===== config.mk =====
export PLATFORM = sky130hd
export DESIGN_NAME = echo_range_median_filter
export DESIGN_NICKNAME = d
export VERILOG_FILES = /design/src/sv/erm_pkg.sv /design/src/sv/erm_median.sv /design/src/sv/echo_range_median_filter.sv
export VERILOG_INCLUDE_DIRS = /design/src /design/src/sv
export SDC_FILE = /design/constraint.sdc
export NUM_CORES = 1
export LEC_CHECK = 0
export BUFFER_PORTS_ARGS = -buffer_cell sky130_fd_sc_hd__buf_4
export CAP_MARGIN = 30
export CORE_ASPECT_RATIO = 1.75
export CORE_MARGIN = 2
export CORE_UTILIZATION = 40
export DETAILED_ROUTE_END_ITERATION = 12
export PLACE_DENSITY_LB_ADDON = 0.25
export RECOVER_POWER = 50
export SYNTH_ARGS = -nofsm -noshare
export SYNTH_HDL_FRONTEND = slang
export SYNTH_SLANG_ARGS = --single-unit

===== constraint.sdc =====
create_clock -name clk -period 19.72 [get_ports clk]
set_clock_uncertainty 0.2 [all_clocks]
set_input_delay 3.944 -clock clk [delete_from_list [all_inputs] [get_ports clk]]
set_output_delay 3.944 -clock clk [all_outputs]
set_load 0.01 [all_outputs]

===== src/sv/assert_macros.svh =====
// ----------------------------------------------------------------------------
// assertion macros
// clocked concurrent checks, removed from synthesis builds
// ----------------------------------------------------------------------------
`ifndef ASSERT_MACROS_SVH
`define ASSERT_MACROS_SVH

`ifndef SYNTHESIS
`define ERM_ASSERT(lbl, clk, rstn, prop) \
    lbl: assert property (@(posedge clk) disable iff (!rstn) prop) \
        else $error("assertion failed");
`define ERM_ASSERT_NEVER(lbl, clk, rstn, prop) \
    lbl: assert property (@(posedge clk) disable iff (!rstn) !(prop)) \
        else $error("forbidden condition seen");
`else
`define ERM_ASSERT(lbl, clk, rstn, prop)
`define ERM_ASSERT_NEVER(lbl, clk, rstn, prop)
`endif

`endif


===== src/sv/erm_pkg.sv =====
// ----------------------------------------------------------------------------
// erm_pkg
// shared types and constants of the echo range median filter
// ----------------------------------------------------------------------------
`default_nettype none

package erm_pkg;

    localparam int TIME_W    = 16;
    localparam int CFG_W     = 16;
    localparam int CFG_IDX_W = 2;
    localparam int SCALE_FRAC = 16;

    typedef logic [TIME_W-1:0] tick_t;

    typedef enum logic [CFG_IDX_W-1:0] {
        CFG_MAX_ECHO    = 2'd0,
        CFG_VALID_LIMIT = 2'd1,
        CFG_CM_SCALE    = 2'd2
    } cfg_reg_t;

    localparam logic [CFG_W-1:0] MAX_ECHO_RST    = 16'd4000;
    localparam logic [CFG_W-1:0] VALID_LIMIT_RST = 16'd1000;
    localparam logic [CFG_W-1:0] CM_SCALE_RST    = 16'd11141;

    // half an output lsb, in the q16.16 product
    localparam logic [TIME_W+CFG_W:0] ROUND_HALF = 33'd32768;

    typedef struct packed {
        tick_t filt;
        logic  accepted;
        logic  updated;
    } erm_result_t;

endpackage

`default_nettype wire


===== src/sv/erm_median.sv =====
// ----------------------------------------------------------------------------
// erm_median
// rank-select median of a small window, ties broken by position
// ----------------------------------------------------------------------------
`default_nettype none

module erm_median
    import erm_pkg::*;
#(
    parameter int WINDOW = 5
)
(
    input  wire logic [WINDOW-1:0][TIME_W-1:0] vals,
    output logic      [TIME_W-1:0]             median,
    output logic      [WINDOW-1:0]             hit
);

    localparam int RANK_W = $clog2(WINDOW);
    localparam int MID    = WINDOW / 2;

    logic [WINDOW-1:0][RANK_W-1:0] rank;

    // each value's rank is the count of values that sort before it
    always_comb
    begin
        median = '0;
        hit    = '0;
        for (int i = 0; i < WINDOW; i++)
        begin
            rank[i] = '0;
            for (int j = 0; j < WINDOW; j++)
            begin
                if (j != i && ((vals[j] < vals[i]) || (vals[j] == vals[i] && j < i)))
                begin
                    rank[i] = rank[i] + RANK_W'(1);
                end
            end
            if (rank[i] == RANK_W'(MID))
            begin
                median = vals[i];
                hit[i] = 1'b1;
            end
        end
    end

endmodule

`default_nettype wire


===== src/sv/echo_range_median_filter.sv =====
// path: a result word is presented at the outputs once its falling-edge word
//   has passed the input register, filter stage and scale stage
// throughput: one echo word per cycle while the result side does not stall; rising edges give no result word
// the filter stage reads the pulse, distance and ring state and writes it back in the
//   same cycle, so back-to-back words see each other's updates
// reset: asynchronous, clears the valid flags and filter state and loads the register defaults
`default_nettype none

`include "assert_macros.svh"

// ----------------------------------------------------------------------------
// echo_range_median_filter
// pulse width from echo edges, timeout reject, median-of-window filter capped at the newest
// distance, and q0.16 conversion to centimetres
// ----------------------------------------------------------------------------
module echo_range_median_filter
    import erm_pkg::*;
#(
    parameter int WINDOW = 5
)
(
    input  wire logic                 clk,
    input  wire logic                 rst_n,

    input  wire logic                 cfg_we,
    input  wire logic [CFG_IDX_W-1:0] cfg_index,
    input  wire logic [CFG_W-1:0]     cfg_wdata,

    input  wire logic                 echo_valid,
    output logic                      echo_stall,
    input  wire logic                 echo_level,
    input  wire logic [TIME_W-1:0]    edge_time,

    output logic                      dist_valid,
    input  wire logic                 dist_stall,
    output logic      [TIME_W-1:0]    distance_cm,
    output logic                      pulse_accepted,
    output logic                      filter_updated
);

    localparam int RING_DEPTH = WINDOW - 1;
    localparam int SLOT_W     = (RING_DEPTH > 1) ? $clog2(RING_DEPTH) : 1;

    // configuration
    logic [CFG_W-1:0] max_echo_reg;
    logic [CFG_W-1:0] valid_limit_reg;
    logic [CFG_W-1:0] cm_scale_reg;

    // input register
    logic  in_valid_reg;
    logic  in_level_reg;
    tick_t in_time_reg;

    // filter state
    tick_t                          pulse_start_reg;
    tick_t                          last_dist_reg;
    tick_t                          filtered_reg;
    logic [RING_DEPTH-1:0][TIME_W-1:0] ring_reg;
    logic [SLOT_W-1:0]              slot_reg;
    logic [SLOT_W-1:0]              slot_next;

    // filter stage result
    logic        s1_valid_reg;
    erm_result_t s1_reg;
    erm_result_t s1_next;

    // output register
    logic  out_valid_reg;
    tick_t dist_cm_reg;
    logic  accepted_reg;
    logic  updated_reg;

    logic out_ready;
    logic s1_ready;
    logic s0_ready;
    logic fire;
    logic fall_fire;

    tick_t width;
    logic  width_ok;
    tick_t last_new;
    logic  do_update;
    tick_t median;
    tick_t filt_new;
    logic [WINDOW-1:0][TIME_W-1:0] window;
    logic [WINDOW-1:0]             med_hit;

    logic [TIME_W+CFG_W-1:0] product;
    logic [TIME_W+CFG_W:0]   rounded;
    tick_t                   cm_next;

    // handshake
    assign out_ready  = !out_valid_reg || !dist_stall;
    assign s1_ready   = !s1_valid_reg || out_ready;
    assign s0_ready   = !in_valid_reg || s1_ready;
    assign echo_stall = !s0_ready;
    assign fire       = in_valid_reg && s1_ready;
    assign fall_fire  = fire && !in_level_reg;

    // configuration writes
    always_ff @(posedge clk or negedge rst_n)
    begin
        if (!rst_n)
        begin
            max_echo_reg    <= MAX_ECHO_RST;
            valid_limit_reg <= VALID_LIMIT_RST;
            cm_scale_reg    <= CM_SCALE_RST;
        end
        else if (cfg_we)
        begin
            unique case (cfg_index)
                CFG_MAX_ECHO:    max_echo_reg    <= cfg_wdata;
                CFG_VALID_LIMIT: valid_limit_reg <= cfg_wdata;
                CFG_CM_SCALE:    cm_scale_reg    <= cfg_wdata;
                default:         ;
            endcase
        end
    end

    // input register
    always_ff @(posedge clk or negedge rst_n)
    begin
        if (!rst_n)
        begin
            in_valid_reg <= 1'b0;
        end
        else if (s0_ready)
        begin
            in_valid_reg <= echo_valid;
        end
    end

    always_ff @(posedge clk)
    begin
        if (s0_ready && echo_valid)
        begin
            in_level_reg <= echo_level;
            in_time_reg  <= edge_time;
        end
    end

    // width, timeout and validity checks
    always_comb
    begin
        width     = in_time_reg - pulse_start_reg;
        width_ok  = width < max_echo_reg;
        last_new  = width_ok ? width : last_dist_reg;
        do_update = last_new < valid_limit_reg;
        for (int i = 0; i < RING_DEPTH; i++)
        begin
            window[i] = ring_reg[i];
        end
        window[WINDOW-1] = last_new;
    end

    erm_median #(
        .WINDOW (WINDOW)
    ) u_median (
        .vals   (window),
        .median (median),
        .hit    (med_hit)
    );

    always_comb
    begin
        filt_new = (last_new < median) ? last_new : median;
        if (slot_reg == SLOT_W'(RING_DEPTH - 1))
        begin
            slot_next = '0;
        end
        else
        begin
            slot_next = slot_reg + SLOT_W'(1);
        end
        s1_next.filt     = do_update ? filt_new : filtered_reg;
        s1_next.accepted = width_ok;
        s1_next.updated  = do_update;
    end

    // filter state update
    always_ff @(posedge clk or negedge rst_n)
    begin
        if (!rst_n)
        begin
            pulse_start_reg <= '0;
            last_dist_reg   <= '0;
            filtered_reg    <= '0;
            ring_reg        <= '0;
            slot_reg        <= '0;
        end
        else if (fire)
        begin
            if (in_level_reg)
            begin
                pulse_start_reg <= in_time_reg;
            end
            else
            begin
                last_dist_reg <= last_new;
                if (do_update)
                begin
                    ring_reg[slot_reg] <= last_new;
                    slot_reg           <= slot_next;
                    filtered_reg       <= filt_new;
                end
            end
        end
    end

    // filter stage result register
    always_ff @(posedge clk or negedge rst_n)
    begin
        if (!rst_n)
        begin
            s1_valid_reg <= 1'b0;
        end
        else if (s1_ready)
        begin
            s1_valid_reg <= in_valid_reg && !in_level_reg;
        end
    end

    always_ff @(posedge clk)
    begin
        if (fall_fire)
        begin
            s1_reg <= s1_next;
        end
    end

    // q0.16 scale with round to nearest, saturated
    always_comb
    begin
        product = (TIME_W+CFG_W)'(s1_reg.filt) * (TIME_W+CFG_W)'(cm_scale_reg);
        rounded = {1'b0, product} + ROUND_HALF;
        if (rounded[TIME_W+CFG_W:SCALE_FRAC+TIME_W] != '0)
        begin
            cm_next = '1;
        end
        else
        begin
            cm_next = rounded[SCALE_FRAC+TIME_W-1:SCALE_FRAC];
        end
    end

    // output register
    always_ff @(posedge clk or negedge rst_n)
    begin
        if (!rst_n)
        begin
            out_valid_reg <= 1'b0;
        end
        else if (out_ready)
        begin
            out_valid_reg <= s1_valid_reg;
        end
    end

    always_ff @(posedge clk)
    begin
        if (out_ready && s1_valid_reg)
        begin
            dist_cm_reg  <= cm_next;
            accepted_reg <= s1_reg.accepted;
            updated_reg  <= s1_reg.updated;
        end
    end

    assign dist_valid     = out_valid_reg;
    assign distance_cm    = dist_cm_reg;
    assign pulse_accepted = accepted_reg;
    assign filter_updated = updated_reg;

    // checks
    `ERM_ASSERT(a_slot_range, clk, rst_n, slot_reg <= SLOT_W'(RING_DEPTH - 1))
    `ERM_ASSERT(a_ring_move_upd, clk, rst_n, !$stable(slot_reg) |-> s1_valid_reg && s1_reg.updated)
    `ERM_ASSERT(a_empty_takes, clk, rst_n, !in_valid_reg |-> !echo_stall)
    `ERM_ASSERT(a_median_one, clk, rst_n, in_valid_reg |-> $onehot(med_hit))
    `ERM_ASSERT_NEVER(a_rise_result, clk, rst_n, $past(fire && in_level_reg) && $rose(s1_valid_reg))

endmodule

`default_nettype wire


==> results.md, run 1 <==
* Outcome: finished with violations
* Failing checks: capacitance limit, slew limit
* Worst hold path startpoint: last_dist_reg[13]
* Row count at 116
* Nets at just over 3000
* Final-layout fill cell count at 5475
* Vias in the first global route at approximately 19000
* Max-cap violation count at 3
* EDFF count, synth at between 50 and 60
* Via Count at between 15000 and 20000
* Reg clk slew, reported paths at about 70 ps
* Total Routed Length at between 70 and 80 mm
* Die width at 186.2 µm
* Critical Path RT at 19820 ps
* Hpwl dp at 59.30 mm
* Largest net degree at the start of global routing at a little under 60
* Initial core utilization at 0.4054
* Crit Path Category: reg -> reg
* F_max at 0.08722 GHz
* Iteration-0 DRC Markers at 913
* Period utilization at 0.5814
* Number of flip-flops in the largest register at 64
* Flops & latches, synth at 218
* Most frequent cells in the layout: inv_1 (364), ha_1 (355), nand2_1 (333)
* First-pass GRT wire length at 112.2 mm
* Via density at 5.451
* CTS Buf Count at 24
* Post-synthesis sequential area ratio at 0.2471
* Synth Instances at 2448
* Worst setup EP type: register
* Gr usage total at 0.2511
* Worst-Skew Late Latency at 590 ps
* Synth top area share at 0.1911
* CTS tree: done
* Final ANT Viol Nets at 0
* Max Root-Sink Buffers at 3
* Library cells used by synthesis at 87
* Fin crit period at roughly 11000 ps
* Routed wire length per instance at 22.32 µm
* Most common cell after layout, fill and taps aside: inv_1
* Unrepaired setup endpoints after global routing: no
* Crit path buf inv count at 4
* Critical-path top delay cell: a31oi_1
* Crit path launch: in_time_reg[1]
* Core area at 0.05733 mm²
* Die ar. at 0.06013 mm²
* Final Hold Viols at 0
* DR DRC count at 0
* R2R Path Start: in_time_reg[1]
* Setup violators final at 0
* Gp weighted congestion at 0.9990
* Worst Hold Class: reg -> reg
* PostCTS Resize Cnt at 0
* Root Driver: clkbuf_16
* Share of cells above drive strength 1 at 0.1016
* Syn Area/Cell at 9.495 µm²
* Area leader, netlist: ha_1
* Critical Path Start Type: register
* Critical path fanouts, max at 30
* Top_reg_cell synth: dfrtp_1
* Hold-fix buffers at CTS at 0
* Crit path largest cell delay at 630 ps
* Async set-reset flop share out of synthesis at 0.7569
* Buffers on Ports at 59
* # H-tree levels at 1
* Number of synthesis warnings at 0
* Most area-consuming cells after synthesis: ha_1 (19%), fa_1 (17%), dfrtp_1 (16%)
* GR Overflow Total at 0
* Slew at the pin closest to its max-slew limit at 3446 ps
* CTS sink count at 218
* Sum Neg Setup Slack at 0 ps
* Crit path max-delay family: compound AO/OA/AOI/OAI gates
* Initial antenna violation count at 0
* Most used cell, CP: ha_1
* Slew HR at -1.298
* Worst Path Arrival at 11570 ps
* Area grow syn2layout at 9.474%
* Syn Std Cell Area at roughly 0.023 mm²
* I/O pin count at 60
* Die Ht at between 300 and 400 µm
* Final Max Tran Viols at 148
* DR pass1 iterations at 5
* Ant. Diodes at 0
* Postcts setup bufs at 0
* Post-synth net total at 3038
-- layout make-up --
type / instances / area [µm²] / share of cell area
Clock buffer: 29 / 650.6 / 0.02557
Clock inverter: 15 / 183.9 / 0.007228
Inverter: 364 / 1366 / 0.05370
Multi-Input combinational cell: 1781 / 15830 / 0.6219
Sequential cell: 218 / 5744 / 0.2257
Tap cell: 767 / 959.7 / 0.03771
Timing Repair Buffer: 94 / 715.7 / 0.02813
-- path summary, 6_finish.rpt --
check,slack (ps),to,cells past startpoint
min in group asynchronous,4300,dist_valid,1
min reg2reg,290,last_dist_reg[13],2
max,8250,s1_reg[16],43
max in group asynchronous,10500,ring_reg[6],3
min,290,last_dist_reg[13],2
max reg2reg,8250,s1_reg[16],43
-- through the flow --
| step | cells | util | setup WS, ps | instance area [µm²] | hold slack [ps] |
|---|---|---|---|---|---|
| floorplan | 2448 | - | 9953 | 23240 | 200.3 |
| global placement | 3219 | 0.4287 | 8525 | 24580 | 261.6 |
| detailed placement | 3224 | 0.4300 | 8364 | 24650 | 269.8 |
| CTS | 3268 | 0.4445 | 8290 | 25480 | 282.1 |
| global route | 3268 | 0.4438 | 7588 | 25450 | 300.0 |
| finish | 3268 | 0.4438 | 8255 | 25450 | 286.3 |
-- routing by layer --
layer / GRT usage / routed length (µm) / part of all wire / up-vias
met4: 0.1776 / 6044 / 0.083 / 0
met5: 0 / 0 / 0 / -
met3: 0.02387 / 1898 / 0.026 / 215
met1: 0.2458 / 24750 / 0.34 / 8894
met2: 0.4835 / 40240 / 0.55 / 382
li1: - / - / - / 8323
-- Yosys cell counts (11+ instances only) --
| master | number |
|---|---|
| mux2i_1 | 30 |
| fa_1 | 195 |
| inv_1 | 363 |
| clkbuf_1 | 76 |
| o311ai_0 | 11 |
| xnor2_1 | 16 |
| a31oi_1 | 16 |
| nand4_1 | 36 |
| and3_1 | 13 |
| nand2b_1 | 17 |
| dfstp_2 | 19 |
| mux2_2 | 73 |
| nand3_1 | 39 |
| a21o_1 | 37 |
| nor2b_1 | 19 |
| ha_1 | 355 |
| dfrtp_1 | 146 |
| o21ai_0 | 143 |
| nor2_1 | 58 |
| a21oi_1 | 77 |
| edfxtp_1 | 53 |
| o21a_1 | 35 |
| and2_1 | 106 |
| nand2_1 | 333 |
-- worst min-delay path, cell delays in order (launching register included) --
cell and delay [ps]:
dfrtp_1 340, nand2_1 40, o21ai_0 60
-- cells by family after synthesis --
group                      Yosys count  synth area share
DFF                                218            0.2471
buffers and inverters              449           0.07315
and+or+nand+nor                    667            0.1384
adders and majority gates          550            0.3590
muxes                              104           0.04893
xor gates and xnor gates            27           0.01050
AOI/OAI and AO/OA                  433            0.1228
Power of run 1 is left out: the tool's default activity adds up to more than one toggle a clock period on the data nets, which glitch-free logic cannot reach.
==> run 2, diff against run 1 <==
--- a/config.mk
+++ b/config.mk
@@ -6,6 +6,7 @@
 export SDC_FILE = /design/constraint.sdc
 export NUM_CORES = 1
 export LEC_CHECK = 0
+export ABC_AREA = 1
 export BUFFER_PORTS_ARGS = -buffer_cell sky130_fd_sc_hd__buf_4
 export CAP_MARGIN = 30
 export CORE_ASPECT_RATIO = 1.75
==> constraint.sdc (replaced) <==
create_clock -name clk -period 10.55 [get_ports clk]
set_clock_uncertainty 0.2 [all_clocks]
set_input_delay 2.11 -clock clk [delete_from_list [all_inputs] [get_ports clk]]
set_output_delay 2.11 -clock clk [all_outputs]
set_load 0.01 [all_outputs]
==> run 2 against run 1 <==
Effect of this change: the flow still finishes with violations (capacitance limit, slew limit); core utilization shrank 0.71 points; critical path depth grew 3; routed wire length shrank 3.6%; worst hold slack lost 1.4 ps; cell count grew 15%; setup slack lost 7000 ps; critical endpoint is now s1_reg[2].
==> results.md, run 2 <==
* Gr usage total at 0.2319 (was 0.2511)
* Crit Path Category: reg -> reg (unchanged)
* Area leader, netlist: ha_1 (unchanged)
* Post-synth net total at 3540 (was 3038)
* Crit path largest cell delay at 500 ps (was 630 ps)
* Reg clk slew, reported paths at 60 ps (was 70 ps)
* GR Overflow Total at 0 (unchanged)
* Number of synthesis warnings at 0 (unchanged)
* Area occupied by multi-input gates at 0.01529 mm² (was 0.01583 mm²)
* Critical path fanouts, max at 27 (was 30)
* Slew at the pin closest to its max-slew limit at 5446 ps (was 3446 ps)
* Reg area at 0.005744 mm² (unchanged)
* F_max at 0.1071 GHz (was 0.08722 GHz)
* Most used cell, CP: nand2_1 (was ha_1)
* Routed wire length per instance at 18.72 µm (was 22.32 µm)
* Worst setup EP type: register (unchanged)
* Unrepaired setup endpoints after global routing: no (unchanged)
* First-pass GRT wire length at 110.2 mm (was 112.2 mm)
* Setup violators final at 0 (unchanged)
* Vias in the first global route at 20580 (was 19290)
* Nets at 3548 (was 3073)
* Most common cell after layout, fill and taps aside: nand2_1 (was inv_1)
* Sum Neg Setup Slack at 0 ps (unchanged)
* CTS sink count at 218 (unchanged)
* Gp weighted congestion at 0.9565 (was 0.9990)
* Area grow syn2layout at 8.524% (was 9.474%)
* Die ar. at 0.06130 mm² (was 0.06013 mm²)
* DR DRC count at 0 (unchanged)
* PostCTS Resize Cnt at 0 (unchanged)
* Failing checks: capacitance limit, slew limit (unchanged)
* Worst hold margin at 284.9 ps (was 286.3 ps)
* Final Hold Viols at 0 (unchanged)
* Critical Path RT at 10780 ps (was 19820 ps)
* Library cells used by synthesis at 54 (was 87)
* Post-synthesis sequential area ratio at 0.2423 (was 0.2471)
* Via Count at 19670 (was 17810)
* Core area at 0.05891 mm² (was 0.05733 mm²)
* Worst Path Arrival at 9560 ps (was 11570 ps)
* Number of flip-flops in the largest register at 64 (unchanged)
* Syn Area/Cell at 8.036 µm² (was 9.495 µm²)
* Flops & latches, synth at 218 (unchanged)
* Share of cells above drive strength 1 at 0.06550 (was 0.1016)
* Root Driver: clkbuf_16 (unchanged)
* Hpwl dp at 56.91 mm (was 59.30 mm)
* Buffers on Ports at 59 (unchanged)
* Initial antenna violation count at 0 (unchanged)
* Synth Instances at 2950 (was 2448)
* Async set-reset flop share out of synthesis at 0.7569 (unchanged)
* R2R depth at 46 (was 43)
* Critical Path Start Type: register (unchanged)
* # H-tree levels at 1 (unchanged)
* I/O pin count at 60 (unchanged)
* CTS tree: done (unchanged)
* Final-layout fill cell count at 5814 (was 5475)
* Final Max Tran Viols at 157 (was 148)
* Slew HR at -2.631 (was -1.298)
* Count leader, synth: nand2_1 (was inv_1)
* Row count at 118 (was 116)
* Ant. Diodes at 0 (unchanged)
* Hold-fix buffers at CTS at 0 (unchanged)
* Die Ht at 326.0 µm (was 322.9 µm)
* Synth top cells by count: nand2_1 (736), inv_1 (582), ha_1 (355) (was inv_1 (363), ha_1 (355), nand2_1 (333))
* Max-cap violation count at 2 (was 3)
* Total Routed Length at 70.33 mm (was 72.94 mm)
* Postcts setup bufs at 0 (unchanged)
* DR pass1 iterations at 6 (was 5)
* CTS Buf Count at 25 (was 24)
* EDFF count, synth at 53 (unchanged)
* Outcome: finished with violations (unchanged)
* Iteration-0 DRC Markers at 1084 (was 913)
* Die width at 188.0 µm (was 186.2 µm)
* Final ANT Viol Nets at 0 (unchanged)
* Worst Hold Class: reg -> reg (unchanged)
* Worst-Skew Late Latency at 590 ps (about the same)
* Top_reg_cell synth: dfrtp_1 (unchanged)
* Period utilization at 0.8848 (was 0.5814)
* Via density at 5.234 (was 5.451)
* Hold path depth at 2 (unchanged)
* Most area-consuming cells after synthesis: ha_1 (19%), fa_1 (16%), dfrtp_1 (15%) (was ha_1 (19%), fa_1 (17%), dfrtp_1 (16%))
* Synth top area share at 0.1874 (was 0.1911)
* Fin crit period at 9335 ps (was 11470 ps)
* Largest net degree at the start of global routing at 103 (was 58)
* Initial core utilization at 0.4024 (was 0.4054)
* Critical-path top delay cell: o21ai_0 (was a31oi_1)
* Syn Std Cell Area at 0.02371 mm² (was 0.02324 mm²)
* Most frequent cells in the layout: nand2_1 (736), inv_1 (582), ha_1 (355) (was inv_1 (364), ha_1 (355), nand2_1 (333))
* Max Root-Sink Buffers at 3 (unchanged)
-- run 2: kinds of logic after synthesis --
group	count (synthesis)	share of synthesized area
compound gates	451	0.1051
mux	1	0.0004750
buf+inv	699	0.1127
simple gates	1002	0.1763
fa+ha+maj	550	0.3521
flops	218	0.2423
xor+xnor	29	0.01103
-- run 2: cell type report --
| type | instances | share of cell area |
|---|---|---|
| multi-input cells | 2033 | 0.5944 |
| flip-flops and latches | 218 | 0.2233 |
| inverters | 585 | 0.08536 |
| well taps | 780 | 0.03794 |
| repair buffers | 95 | 0.02617 |
| clock buffers | 30 | 0.02505 |
| clock inverters | 16 | 0.007782 |
-- run 2: path summary, 6_finish.rpt --
| kind | from | slack (ps) | end |
|---|---|---|---|
| worst max-delay path | in_time_reg[0] | 1220 | s1_reg[2] |
| worst min-delay path | filtered_reg[1] | 280 | filtered_reg[1] |
| worst max register to register | in_time_reg[0] | 1220 | s1_reg[2] |
| worst min register to register | filtered_reg[1] | 280 | filtered_reg[1] |
| max in group asynchronous | rst_n | 2510 | slot_reg[0] |
| min in group asynchronous | rst_n | 1220 | ring_reg[20] |
-- run 2: per-stage QoR --
stage	cells	util	instance area, µm²	setup slack, ps
6_report	3757	0.4367	25730	1215
2_1_floorplan	2950	-	23710	2377
4_1_cts	3755	0.4374	25770	1219
3_5_place_dp	3709	0.4230	24920	1279
5_1_grt	3757	0.4367	25730	398.0
3_3_place_gp	3706	0.4225	24890	1181
-- run 2: critical path, delay by kind of cell (launching register included) --
family | cells | cell delay [ps]
flip-flops | 1 | 360
AND/OR/NAND/NOR | 15 | 2170
XOR/XNOR | 3 | 550
AO/OA/AOI/OAI | 13 | 2860
adder cells (fa/ha/maj) | 7 | 2020
buffers and inverters | 8 | 1030
-- run 2: routing by layer --
layer	track usage	wire length, µm	vias up
li1	-	-	9366
met4	0.1818	6249	0
met3	0.01670	1976	250
met1	0.2195	23420	9567
met2	0.4537	38680	483
met5	0	0	-
Power of run 2 is left out for the same reason.
==> run 3, diff against run 2 <==
--- a/config.mk
+++ b/config.mk
@@ -17,4 +17,5 @@
 export RECOVER_POWER = 50
 export SYNTH_ARGS = -nofsm -noshare
 export SYNTH_HDL_FRONTEND = slang
+export SYNTH_HIERARCHICAL = 1
 export SYNTH_SLANG_ARGS = --single-unit
==> run 3 against run 2 <==
Effect of this change: the run still ends with capacitance limit, slew limit left; register-to-register slack worse by 250 ps; critical path depth is 3 higher; sequential cell count stayed put; worst hold slack worse by 52 ps.
==> results.md, run 3 <==
* Critical path fanouts, max at 17 (was 27)
* Total Routed Length at 76.58 mm (was 70.33 mm)
* Outcome: finished with violations (unchanged)
* F_max at 0.1043 GHz (was 0.1071 GHz)
* Number of synthesis warnings at 6 (was 0)
* GR Layer Usage met2 at 0.4631 (was 0.4537)
* Failing checks: capacitance limit, slew limit (unchanged)
* Worst hold margin at 232.7 ps (was 284.9 ps)
* Unrepaired setup endpoints after global routing: no (unchanged)
* Number of flip-flops in the largest register at 64 (unchanged)
* Initial antenna violation count at 0 (unchanged)
* Met1 Resource Use GR at 0.2327 (was 0.2195)
* Core area at 0.06222 mm² (was 0.05891 mm²)
* Sum Neg Setup Slack at 0 ps (unchanged)
* Crit Path Category: reg -> reg (unchanged)
* Row count at 121 (was 118)
* Syn Area/Cell at 7.561 µm² (was 8.036 µm²)
* Postcts setup bufs at 0 (unchanged)
* Worst setup EP type: register (unchanged)
* Via Count at 21170 (was 19670)
* I/O pin count at 60 (unchanged)
* Slew HR at -1.215 (was -2.631)
* Initial core utilization at 0.4044 (was 0.4024)
* Die Ht at 335.8 µm (was 326.0 µm)
* Nets at 3917 (was 3548)
* Crit path launch: in_time_reg[0] (unchanged)
* Via density at 5.106 (was 5.234)
* Ant. Diodes at 0 (unchanged)
* Worst setup path end: s1_reg[8] (was s1_reg[2])
* Gr usage total at 0.2360 (was 0.2319)
* Vias in the first global route at 21620 (was 20580)
* Hpwl dp at 61.47 mm (was 56.91 mm)
* CTS sink count at 218 (unchanged)
* Die width at 193.6 µm (was 188.0 µm)
* Fin crit period at 9587 ps (was 9335 ps)
* Worst Path Arrival at 9820 ps (was 9560 ps)
* Share of cells above drive strength 1 at 0.05947 (was 0.06550)
* Met3 Track Usage GR at 0.02227 (was 0.01670)
* R2R depth at 49 (was 46)
* GR Overflow Total at 0 (unchanged)
* Max Root-Sink Buffers at 3 (unchanged)
* Crit path largest cell delay at 430 ps (was 500 ps)
* Critical-path top delay cell: o221a_2 (was o21ai_0)
* R2R Path Start: in_time_reg[0] (unchanged)
* Critical Path Start Type: register (unchanged)
* Die ar. at 0.06501 mm² (was 0.06130 mm²)
* Root Driver: clkbuf_16 (unchanged)
* Iteration-0 DRC Markers at 1012 (was 1084)
* CTS Buf Count at 24 (was 25)
* GRT busiest layer: met2 (unchanged)
* Final-layout fill cell count at 6428 (was 5814)
* Routed wire length per instance at 18.47 µm (was 18.72 µm)
* Final Max Tran Viols at 170 (was 157)
* Slew at the pin closest to its max-slew limit at 3322 ps (was 5446 ps)
* Period utilization at 0.9087 (was 0.8848)
* Most frequent cells in the layout: nand2_1 (962), inv_1 (681), ha_1 (354) (was nand2_1 (736), inv_1 (582), ha_1 (355))
* DR pass1 iterations at 5 (was 6)
* Reg clk slew, reported paths at 70 ps (was 60 ps)
* Setup violators final at 0 (unchanged)
* DR DRC count at 0 (unchanged)
* Max-cap violation count at 3 (was 2)
* First-pass GRT wire length at 119.2 mm (was 110.2 mm)
* Worst reg2reg path endpoint: s1_reg[8] (was s1_reg[2])
* R2R setup slack at 960 ps (was 1220 ps)
* # H-tree levels at 1 (unchanged)
* Final ANT Viol Nets at 0 (unchanged)
* Worst-Skew Late Latency at 570 ps (was 590 ps)
* Largest net degree at the start of global routing at 58 (was 103)
* Worst Hold Class: reg -> reg (unchanged)
* Synth Instances at 3328 (was 2950)
* Area grow syn2layout at 7.647% (was 8.524%)
* CTS tree: done (unchanged)
* Critical Path RT at 10780 ps (about the same)
* Most used cell, CP: nand2_1 (unchanged)
* Most common cell after layout, fill and taps aside: nand2_1 (unchanged)
* Gp weighted congestion at 0.9659 (was 0.9565)
* Post-synth net total at 3917 (was 3540)
* Syn Std Cell Area at 0.02516 mm² (was 0.02371 mm²)
* Buffers on Ports at 59 (unchanged)
* Final Hold Viols at 0 (unchanged)
run 3: final cells by class:
type	count	area, µm²	share of cell area
Timing Repair inverter	1	5.005	0.0001848
Tap cell	799	999.7	0.03691
Clock inverter	16	147.6	0.005451
Clock buffer	28	615.6	0.02273
Timing Repair Buffer	96	734.5	0.02711
Inverter	686	2579	0.09520
Sequential cell	218	5744	0.2121
Multi-Input combinational cell	2301	16260	0.6003
run 3: routing by layer:
| metal | vias to the layer above | wire length [µm] |
|---|---|---|
| met5 | - | 0 |
| met4 | 0 | 5463 |
| met3 | 227 | 2562 |
| met2 | 497 | 41680 |
| met1 | 10110 | 26870 |
| li1 | 10330 | - |
run 3: worst min path at each step:
stage | depth (start not counted) | to | slack [ps] | start
after floorplan | 0 | filter_updated | 200 | s1_reg[0]
after global placement | 0 | filter_updated | 210 | s1_reg[0]
after detailed placement | 0 | filter_updated | 220 | s1_reg[0]
after CTS | 0 | filter_updated | 230 | s1_reg[0]
after global routing | 0 | pulse_accepted | 230 | s1_reg[1]
final | 0 | filter_updated | 230 | s1_reg[0]
run 3: critical path: cells and delay by family, from the launching register on:
| kind | cells | cell delay (ps) |
|---|---|---|
| buffers and inverters | 8 | 1110 |
| AND/OR/NAND/NOR | 23 | 3210 |
| AO/OA/AOI/OAI | 9 | 2090 |
| flip-flops | 1 | 360 |
| XOR/XNOR | 2 | 500 |
| adder cells (fa/ha/maj) | 7 | 1950 |
run 3: repair_timing:
item | 4_1_cts | 5_1_grt
hold buffers | 0 | 0
endpoints found under the setup margin | 0 | 27
gates resized for setup | 0 | 3
run 3: stage by stage:
| step | util | instances | setup WS, ps | cell area, µm² |
|---|---|---|---|---|
| after global placement | 0.4220 | 4094 | 915.9 | 26260 |
| final | 0.4353 | 4145 | 962.9 | 27090 |
| after detailed placement | 0.4237 | 4100 | 835.3 | 26370 |
| after floorplan | - | 3328 | 2616 | 25160 |
| after CTS | 0.4360 | 4144 | 818.8 | 27130 |
| after global routing | 0.4353 | 4145 | 47.25 | 27090 |
Power of run 3 is left out for the same reason.
